[src/etq_pkg.sv]
// ----------------------------------------------------------------------------
// etq_pkg: shared types for the event time priority queue
// Result status codes, item mode codes and the per-cell command struct.
// ----------------------------------------------------------------------------
`default_nettype none

package etq_pkg;

	// result status of one item
	typedef enum logic [1:0] {
		ST_DONE  = 2'd0,
		ST_EMPTY = 2'd1,
		ST_FULL  = 2'd2
	} status_t;

	// item mode codes
	localparam logic MODE_PUSH = 1'b0;
	localparam logic MODE_POP  = 1'b1;

	// command broadcast to every cell of the chain
	typedef struct packed {
		logic push;   // insert the new entry, chain shifts right past it
		logic pop;    // head leaves, chain shifts left
	} cell_cmd_t;

endpackage

`default_nettype wire

[src/etq_cell.sv]
// ----------------------------------------------------------------------------
// etq_cell: one slot of the sorted insertion chain
// Holds one entry, compares it with the broadcast key and takes the new
// entry, its left neighbor or its right neighbor as the command asks.
// ----------------------------------------------------------------------------
`default_nettype none

module etq_cell #(
	parameter int TIME_BITS = 32,
	parameter int TAG_BITS  = 16
) (
	input  wire                   clk,
	input  etq_pkg::cell_cmd_t    cmd,
	input  wire                   occ,        // slot holds a live entry
	input  wire [TIME_BITS-1:0]   new_time,
	input  wire [TAG_BITS-1:0]    new_tag,
	input  wire                   left_lt,    // left entry goes ahead of the new one
	input  wire [TIME_BITS-1:0]   left_time,
	input  wire [TAG_BITS-1:0]    left_tag,
	input  wire [TIME_BITS-1:0]   right_time,
	input  wire [TAG_BITS-1:0]    right_tag,
	output logic                  self_lt,    // own entry goes ahead of the new one
	output logic [TIME_BITS-1:0]  time_q,
	output logic [TAG_BITS-1:0]   tag_q
);
	import etq_pkg::*;

	// new entry lands behind every entry strictly earlier than it
	assign self_lt = occ && (time_q < new_time);

	// slot update: shift in from the left, take the new entry, or shift left
	always_ff @(posedge clk) begin
		if (cmd.push) begin
			if (!left_lt) begin
				time_q <= left_time;
				tag_q  <= left_tag;
			end else if (!self_lt) begin
				time_q <= new_time;
				tag_q  <= new_tag;
			end
		end else if (cmd.pop) begin
			time_q <= right_time;
			tag_q  <= right_tag;
		end
	end

endmodule

`default_nettype wire

[src/event_time_priority_queue_top.sv]
// ----------------------------------------------------------------------------
// event_time_priority_queue_top: bounded event queue, earliest time first
// Sorted insertion queue built as a row of DEPTH cells.
// ----------------------------------------------------------------------------
// Every item is a push (time and tag) or a pop of the earliest entry, and
// yields one result. The entries sit in a chain of cells kept in time order,
// head in cell 0. On a push each cell compares its time with the new one in
// parallel and the chain opens a gap at the insertion point in the same
// cycle; among equal times the newest goes first. A pop shifts the chain one
// cell toward the head. The queue therefore takes one item per clock; its
// result shows in the output register on the next cycle and the input stalls
// only while that register holds a result that has not been taken. A push
// into a full queue reports full and drops the event; a pop from an empty
// queue reports empty.
`default_nettype none

module event_time_priority_queue_top #(
	parameter int DEPTH     = 16,
	parameter int TIME_BITS = 32,
	parameter int TAG_BITS  = 16
) (
	input  wire                clk,
	input  wire                arst_n,
	input  wire                in_valid,
	output logic               in_ready,
	input  wire                mode,
	input  wire  [31:0]        event_time,
	input  wire  [15:0]        event_tag,
	output logic               out_valid,
	input  wire                out_ready,
	output etq_pkg::status_t   status,
	output logic [31:0]        out_time,
	output logic [15:0]        out_tag,
	output logic [4:0]         fill_count
);
	import etq_pkg::*;

	localparam int CNT_W = $clog2(DEPTH + 1);

	logic [CNT_W-1:0]      count_q;
	logic                  out_valid_q;
	status_t               status_q;
	logic [31:0]           out_time_q;
	logic [15:0]           out_tag_q;
	logic [CNT_W-1:0]      count_nxt;

	logic                  in_fire;
	logic                  is_full;
	logic                  is_empty;
	cell_cmd_t             cmd;
	logic [TIME_BITS-1:0]  key_time;
	logic [TAG_BITS-1:0]   key_tag;

	logic [TIME_BITS-1:0]  cell_time [DEPTH];
	logic [TAG_BITS-1:0]   cell_tag  [DEPTH];
	logic                  cell_lt   [DEPTH];
	logic                  cell_occ  [DEPTH];

	// handshake and broadcast command
	assign in_fire  = in_valid && in_ready;
	assign in_ready = !out_valid_q || out_ready;
	assign is_full  = (count_q == CNT_W'(DEPTH));
	assign is_empty = (count_q == '0);
	assign cmd.push = in_fire && (mode == MODE_PUSH) && !is_full;
	assign cmd.pop  = in_fire && (mode == MODE_POP) && !is_empty;
	assign key_time = TIME_BITS'(event_time);
	assign key_tag  = TAG_BITS'(event_tag);

	// chain of cells
	for (genvar i = 0; i < DEPTH; i++) begin : g_cell
		logic                  l_lt;
		logic [TIME_BITS-1:0]  l_time;
		logic [TAG_BITS-1:0]   l_tag;
		logic [TIME_BITS-1:0]  r_time;
		logic [TAG_BITS-1:0]   r_tag;

		assign cell_occ[i] = (CNT_W'(i) < count_q);

		if (i == 0) begin : g_head
			assign l_lt   = 1'b1;
			assign l_time = key_time;
			assign l_tag  = key_tag;
		end else begin : g_body
			assign l_lt   = cell_lt[i-1];
			assign l_time = cell_time[i-1];
			assign l_tag  = cell_tag[i-1];
		end

		if (i == DEPTH - 1) begin : g_tail
			assign r_time = cell_time[i];
			assign r_tag  = cell_tag[i];
		end else begin : g_inner
			assign r_time = cell_time[i+1];
			assign r_tag  = cell_tag[i+1];
		end

		etq_cell #(
			.TIME_BITS (TIME_BITS),
			.TAG_BITS  (TAG_BITS)
		) u_cell (
			.clk        (clk),
			.cmd        (cmd),
			.occ        (cell_occ[i]),
			.new_time   (key_time),
			.new_tag    (key_tag),
			.left_lt    (l_lt),
			.left_time  (l_time),
			.left_tag   (l_tag),
			.right_time (r_time),
			.right_tag  (r_tag),
			.self_lt    (cell_lt[i]),
			.time_q     (cell_time[i]),
			.tag_q      (cell_tag[i])
		);
	end

	// fill count
	always_comb begin
		count_nxt = count_q;
		if (cmd.push) begin
			count_nxt = count_q + CNT_W'(1);
		end else if (cmd.pop) begin
			count_nxt = count_q - CNT_W'(1);
		end
	end

	always_ff @(posedge clk or negedge arst_n) begin
		if (!arst_n) begin
			count_q     <= '0;
			out_valid_q <= 1'b0;
		end else begin
			count_q <= count_nxt;
			if (in_fire) begin
				out_valid_q <= 1'b1;
			end else if (out_ready) begin
				out_valid_q <= 1'b0;
			end
		end
	end

	// result register, loaded on every input transfer
	always_ff @(posedge clk) begin
		if (in_fire) begin
			if (mode == MODE_PUSH) begin
				status_q   <= is_full ? ST_FULL : ST_DONE;
				out_time_q <= '0;
				out_tag_q  <= '0;
			end else if (is_empty) begin
				status_q   <= ST_EMPTY;
				out_time_q <= '0;
				out_tag_q  <= '0;
			end else begin
				status_q   <= ST_DONE;
				out_time_q <= 32'(cell_time[0]);
				out_tag_q  <= 16'(cell_tag[0]);
			end
		end
	end

	assign out_valid  = out_valid_q;
	assign status     = status_q;
	assign out_time   = out_time_q;
	assign out_tag    = out_tag_q;
	assign fill_count = 5'(count_q);

	// checks
	a_count_bound: assert property (@(posedge clk) disable iff (!arst_n)
		count_q <= CNT_W'(DEPTH))
		else $error("fill count above depth");

	a_full_refused: assert property (@(posedge clk) disable iff (!arst_n)
		in_fire && (mode == MODE_PUSH) && is_full |=> out_valid_q && (status_q == ST_FULL)
			&& $stable(count_q))
		else $error("push into full queue not refused");

	a_pop_count: assert property (@(posedge clk) disable iff (!arst_n)
		cmd.pop |=> (count_q == $past(count_q) - CNT_W'(1)))
		else $error("pop did not shrink the queue");

	a_head_sorted: assert property (@(posedge clk) disable iff (!arst_n)
		(count_q >= CNT_W'(2)) |-> (cell_time[0] <= cell_time[1]))
		else $error("head entries out of order");

endmodule

`default_nettype wire

[config.mk]
export PLATFORM = sky130hd
export DESIGN_NAME = event_time_priority_queue_top
export DESIGN_NICKNAME = d
export VERILOG_FILES = /design/src/etq_pkg.sv /design/src/etq_cell.sv /design/src/event_time_priority_queue_top.sv
export SDC_FILE = /design/constraint.sdc
export NUM_CORES = 2
export LEC_CHECK = 0
export BUFFER_PORTS_ARGS = -buffer_cell sky130_fd_sc_hd__buf_2
export CORE_MARGIN = 4
export CORE_UTILIZATION = 50
export DETAILED_ROUTE_END_ITERATION = 7
export PLACE_DENSITY = 0.66
export SYNTH_ARGS = -nofsm -noshare
export SYNTH_HDL_FRONTEND = slang
export SYNTH_SLANG_ARGS = --single-unit
[constraint.sdc]
create_clock -name clk -period 5.1 [get_ports clk]
set_input_delay 1.53 -clock clk [delete_from_list [all_inputs] [get_ports clk]]
set_output_delay 1.53 -clock clk [all_outputs]
set_load 0.05 [all_outputs]
Word level (Yosys, flattened, before mapping)
Index checks and enable logic that the tools add are counted.

storage, ports and cells
  bits in registers = 824
  bits of input ports = 53
  output and inout bits = 57
  word-level logic and storage cells = 263

cells by class
  $add $sub $neg = 2
  $lt $le $gt $ge = 32
  equality and inequality tests = 17
  muxes and demuxes = 129
  bitwise gates (word level) = 1
  reduce and logical (&&, ||, !) cells = 45

operators by type and width
  operator                                            number
  two-way mux 32 bit                                  61
  two-way mux 16 bit                                  61
  < comparator 32 bit                                 16
  != test 3 bit (second input constant)               14
  < comparator 4 x 5 -> 1 bit (first input constant)  8
  AND reduction 2 bit                                 16
  logical AND 1 bit                                   21
  < comparator 3 x 5 -> 1 bit (first input constant)  4
  < comparator 1 x 5 -> 1 bit (first input constant)  2
  < comparator 2 x 5 -> 1 bit (first input constant)  2
  two-way mux 5 bit                                   2
  adder 5 x 1 -> 5 bit (second input constant)        1
  equality test 5 bit (second input constant)         1
  logical NOT 5 bit                                   1
  subtractor 5 x 1 -> 5 bit (second input constant)   1
  two-way mux 2 bit                                   2
  != test 2 bit (second input constant)               2
  nonzero test 2 bit                                  2
  logical NOT 1 bit                                   3
  two-way mux 1 bit                                   3
  OR reduction 2 bit                                  1
  logical OR 1 bit                                    1
  NOT 1 bit                                           1

Longest topological paths before layout
  depth in word-level cells = 7
  depth in mapped cells = 11
  mapped depth without buffers = 9

Hierarchy
From an unflattened synthesis, not the netlist that was laid out.

unflattened totals
  cell total of the unflattened synthesis = 5308
  area, all modules = 54086.9 um2

by module, submodules not included
  module                         instances  cells an instance  area an instance (um2)  seq. area each (um2)
  etq_cell                       16         321                3228.1                  1441.4
  event_time_priority_queue_top  1          172                2437.3                  1651.6

Least setup slack after synthesis
No wires, ideal clock.

  kind = input port to flip-flop
  start point = input port out_ready
  end point = register g_cell[10].u_cell.tag_q[0], enable pin
  setup time = 483 ps
  arrival = 6250 ps
  data required time = 4617 ps
  setup slack = -1632 ps
  cell stages on the path = 7
  buffers on the path = 1
  path through = nand2b_1 > nand2_1 > inv_1 > and2_1 > nor2_1 > clkbuf_1 > a31oi_1

on the way
  cells in the longest elaborated chain, start to end = 6
  elaborated cells on any way between the ends = 9
  classes of those cells = 1 x eq/ne; 8 x reduce/logical

RTL lines
  what                                                                  RTL line                                                                  source
  start: declaration                                                    event_time_priority_queue_top.sv:30                                       input wire out_ready,
  logical OR 1 bit *                                                    event_time_priority_queue_top.sv:61                                       assign in_ready = !out_valid_q || out_ready;
  logical AND 1 bit *                                                   event_time_priority_queue_top.sv:60                                       assign in_fire = in_valid && in_ready;
  named net in_fire                                                     event_time_priority_queue_top.sv:47                                       logic in_fire;
  logical AND 1 bit (on tied branches) (2 in a row)                     event_time_priority_queue_top.sv:64, event_time_priority_queue_top.sv:65
  != test 3 bit (no line) / nonzero test 2 bit (equally long branches)  --
  AND reduction 2 bit (no line) *                                       --
  end signal: assignment                                                etq_cell.sv:36                                                            tag_q <= left_tag;
  end signal: assignment                                                etq_cell.sv:39                                                            tag_q <= new_tag;
  end signal: assignment                                                etq_cell.sv:43                                                            tag_q <= right_tag;
  end: declaration                                                      etq_cell.sv:24                                                            output logic [TAG_BITS-1:0] tag_q

The timed path passes the listed nets; every way through them passes the cells marked *.
A chain may end at the register's enable or synchronous reset.

Final worst setup path
  start point = input port event_time[14]
  end point = register g_cell[6].u_cell.time_q[20], enable pin

on the way
  cells in the longest elaborated chain, start to end = 4
  elaborated cells on any way between the ends = 6
  classes of those cells = 2 x order compare; 1 x eq/ne; 3 x reduce/logical

RTL lines
  what                             RTL line                             source
  start: declaration               event_time_priority_queue_top.sv:27  input wire [31:0] event_time,
  < comparator 32 bit              etq_cell.sv:29                       assign self_lt = occ && (time_q < new_time);
  logical AND 1 bit                etq_cell.sv:29
  != test 3 bit (no line) *        --
  AND reduction 2 bit (no line) *  --
  end signal: assignment           etq_cell.sv:35                       time_q <= left_time;
  end signal: assignment           etq_cell.sv:38                       time_q <= new_time;
  end signal: assignment           etq_cell.sv:42                       time_q <= right_time;
  end: declaration                 etq_cell.sv:23                       output logic [TIME_BITS-1:0] time_q,

Mark *: on every way between the ends. The rest lies on a longest branch, timed or not.

==> impl_metrics.csv <==
group,metric,value,unit
power_and_ir_drop,p_total,25.06,mW
power_and_ir_drop,power.switching,8.977,mW
floorplanning,die_h,330.4,um
critical_path,r2r-end,"g_cell[5].u_cell.tag_q[11]",
timing,skew,0.02807,ns
clock_network,hold_buffers,0,
worst_hold_path,hold_depth,2,
yosys,ys_seq_area_share,47.56,%
clock_network,clock_latency,0.68,ns
grt,track_usage,31.83,%
floorplanning,core-area,102500,um2
clock_network,clkSinkCount,824,
grt,grt_max_degree,164,
detailed_routing,wl_per_cell,27.13,um
clock_network,clockBufferDepth,3,
power_and_ir_drop,power.share.clock,27.9,%
critical_path,worstPathArrival,5.20,ns
timing,layout_min_cycle_time,4.797,ns
yosys,syn-instance-count,4920,
clock_network,clk_pin_slew,0.06,ns
finish,drive_gt1_share,13.07,%
grt,overflow,0,
floorplanning,die-area,109100,um2
detailed_routing,routed_via_density,6.458,
timing,setup_viol,0,
critical_path,cp-end-kind,"register",
clock_network,post_cts_buffers,0,
detailed_routing,wl,176.6,mm
yosys,synth_flop_cell,"edfxtp_1",
power_and_ir_drop,p_seq_share,39.0,%
floorplanning,initial_core_util,50.71,%
finish,final_common_cell,"edfxtp_1",
timing,fin_ws,0.3031,ns
yosys,synth_compound_area_share,15.72,%
clock_network,h-tree-depth,3,
finish,layout.cells.most_common_list,"edfxtp_1, a21oi_1, nor2_1",
timing,tightest_slew,1.024,ns
detailed_routing,vias,42044,
place,place.gp.congestion,0.9554,
detailed_routing,drt_iter0_drc,5172,
critical_path,reg2regPathDepth,12,
yosys,synthAdderAreaFrac,12.02,%
finish,final_net_count,5616,
yosys,synthDistinctLibCells,67,
power_and_ir_drop,p_sw_share,35.82,%
clock_network,cts-resized-gates,0,
timing,rsz0062_at_grt,"no",
power_and_ir_drop,comb_power_share,33.1,%
clock_network,cts_root_buffer,"clkbuf_16",
place,dpl.hpwl,122.0,mm
critical_path,crit_path_end,"g_cell[6].u_cell.time_q[20]",
yosys,synth_seq_cells,824,
critical_path,r2r-start,"g_cell[4].u_cell.time_q[29]",
yosys,yosys.area_share.simple,10.94,%
critical_path,reg2reg_slack,1.17,ns
flow_run,drv_cap,0,
timing,finalCritPeriodShare,94.06,%
yosys,synth_edf_count,818,
yosys,yosys-mux-area-fraction,10.40,%
detailed_routing,drc,0,
worst_hold_path,hold_path_class,"reg -> reg",
detailed_routing,first_pass_iters,8,
yosys,synth_xor_area_share,0.05057,%
power_and_ir_drop,ir_drop,0.0003001,V
detailed_routing,antenna_left,0,
critical_path,cp-startpoint,"event_time[14]",
power_and_ir_drop,leakage,23.57,nW
clock_network,cts_tree,"yes",
power_and_ir_drop,p_per_area,423.7,nW/um2
power_and_ir_drop,internal_power,16.08,mW
yosys,syn_area_per_cell,10.56,um2
critical_path,crit_type,"in -> reg",
place,io_buffers,109,
yosys,syn-cell-area,51960,um2
yosys,yosysWarnings,0,
critical_path,critPathRequiredTime,5.50,ns
timing,hold_viol,0,
yosys,async_flop_share,0.7282,%
floorplanning,die_w,330.4,um
floorplanning,pin_count,110,
grt,antenna_found_initial,5,
grt,grt_pass1_wl,262.0,mm
timing,max_freq,0.2085,GHz
floorplanning,row_count,117,
outcome,status,"complete, no violations",
grt,grt_pass1_vias,40526,
clock_network,cts_buffers,94,
timing,slew_headroom,31.34,%
finish,areaGrowthSynthToFinish,13.82,%
critical_path,start_kind,"input pin",
place,pre_cts_slack,-0.3505,ns
critical_path,crit_fanout,13,
timing,drv_slew,0,
yosys,synth_top_family_by_area,"compound AO/OA/AOI/OAI gates",
finish,post-route-util,57.71,%
yosys,syn-num-nets,5472,
## cell usage after synthesis, drive strengths merged, types with 4 or more instances
cell type	n	share of area [%]
a2bb2oi	6	0.10
clkbuf	219	1.6
and4	9	0.15
inv	42	0.30
nand2	426	3.1
nand2b	21	0.25
a221oi	9	0.15
nor2	631	4.6
a32oi	32	0.54
mux2i	432	8.3
nor2b	12	0.14
o21a	11	0.16
ha	499	12
and2	59	0.71
mux2	96	2.1
edfxtp	818	47
nor3	30	0.29
dfrtp	6	0.29
buf	133	1.4
a21o	117	1.7
a221o	114	2.2
a2111oi	4	0.067
a211o	5	0.084
nand4	74	0.89
nand3	52	0.50
o21ai	236	2.3
a211oi	17	0.26
nor4	9	0.11
a22oi	4	0.058
o211ai	58	0.84
a21oi	625	6.0
a31oi	72	0.87
## cell type report
cell class | count | area (um2)
Fill cell | 8780 | 43330
Multi-Input combinational cell | 3701 | 25860
Sequential cell | 824 | 24710
Timing Repair Buffer | 400 | 3618
Clock buffer | 117 | 2502
Tap cell | 1368 | 1712
Clock inverter | 55 | 565.5
Inverter | 43 | 165.2
Antenna cell | 2 | 5.005
## cells by family after synthesis
group | after synthesis
fa+ha+maj | 499
buf+inv | 395
compound gates | 1333
flops | 824
xor+xnor | 3
simple gates | 1338
mux | 528
## per-layer routing
| metal | wire, um | vias up | GRT usage (%) |
|---|---|---|---|
| met5 | 21 | - | 0 |
| met4 | 8367 | 4 | 13.08 |
| met3 | 18250 | 447 | 7.254 |
| met2 | 78380 | 2143 | 49.14 |
| met1 | 71590 | 20569 | 43.52 |
| li1 | - | 18881 | - |
## how the worst min path moves through the flow
stage	from	endpoint
5_1_grt	g_cell[0].u_cell.tag_q[4]	out_tag[4]
3_3_place_gp	out_valid	out_valid
4_1_cts	out_valid	out_valid
2_1_floorplan	g_cell[1].u_cell.tag_q[10]	g_cell[0].u_cell.tag_q[10]
6_report	out_valid	out_valid
3_5_place_dp	out_valid	out_valid
## worst max-delay path, cell delays in order
cell      delay [ns]
buf_2           0.18
inv_1           0.49
ha_1            0.36
nand4_1         0.19
nor2_1          0.07
a221o_1         0.32
a211oi_1        0.81
o211ai_1        0.33
buf_4           0.29
nor3_1          0.15
buf_4           0.15
nor2_4          0.05
buf_4           0.23
## flip-flops by register name (all words and copies together) (netlist names)
signal / cells
fill_count: 5
out_time: 32
g_cell.u_cell.tag_q: 256
out_valid: 1
g_cell.u_cell.time_q: 512
out_tag: 16
status: 2
## metrics by stage
| stage | area, um2 | setup TNS, ns | std cells | hold slack, ns |
|---|---|---|---|---|
| 2_1_floorplan | 52110 | -12.53 | 4920 | 0.5168 |
| 3_3_place_gp | 56070 | -32.32 | 6336 | 0.5070 |
| 3_5_place_dp | 56070 | -40.89 | 6336 | 0.5172 |
| 4_1_cts | 59140 | 0 | 6508 | 0.5324 |
| 5_1_grt | 59140 | 0 | 6508 | 0.5725 |
| 6_report | 59140 | 0 | 6510 | 0.5289 |
## power groups by stage
stage | Combinational, mW | Clock, mW | Sequential (mW)
finish | 8.29 | 7.00 | 9.77
global route | 8.87 | 7.32 | 9.86
CTS | 8.15 | 7.05 | 9.74
detailed placement | 8.11 | 0 | 9.87
global placement | 7.93 | 0 | 9.87
floorplan | 5.14 | 0 | 9.65
Note: power is estimated with default switching activity, not from simulation.
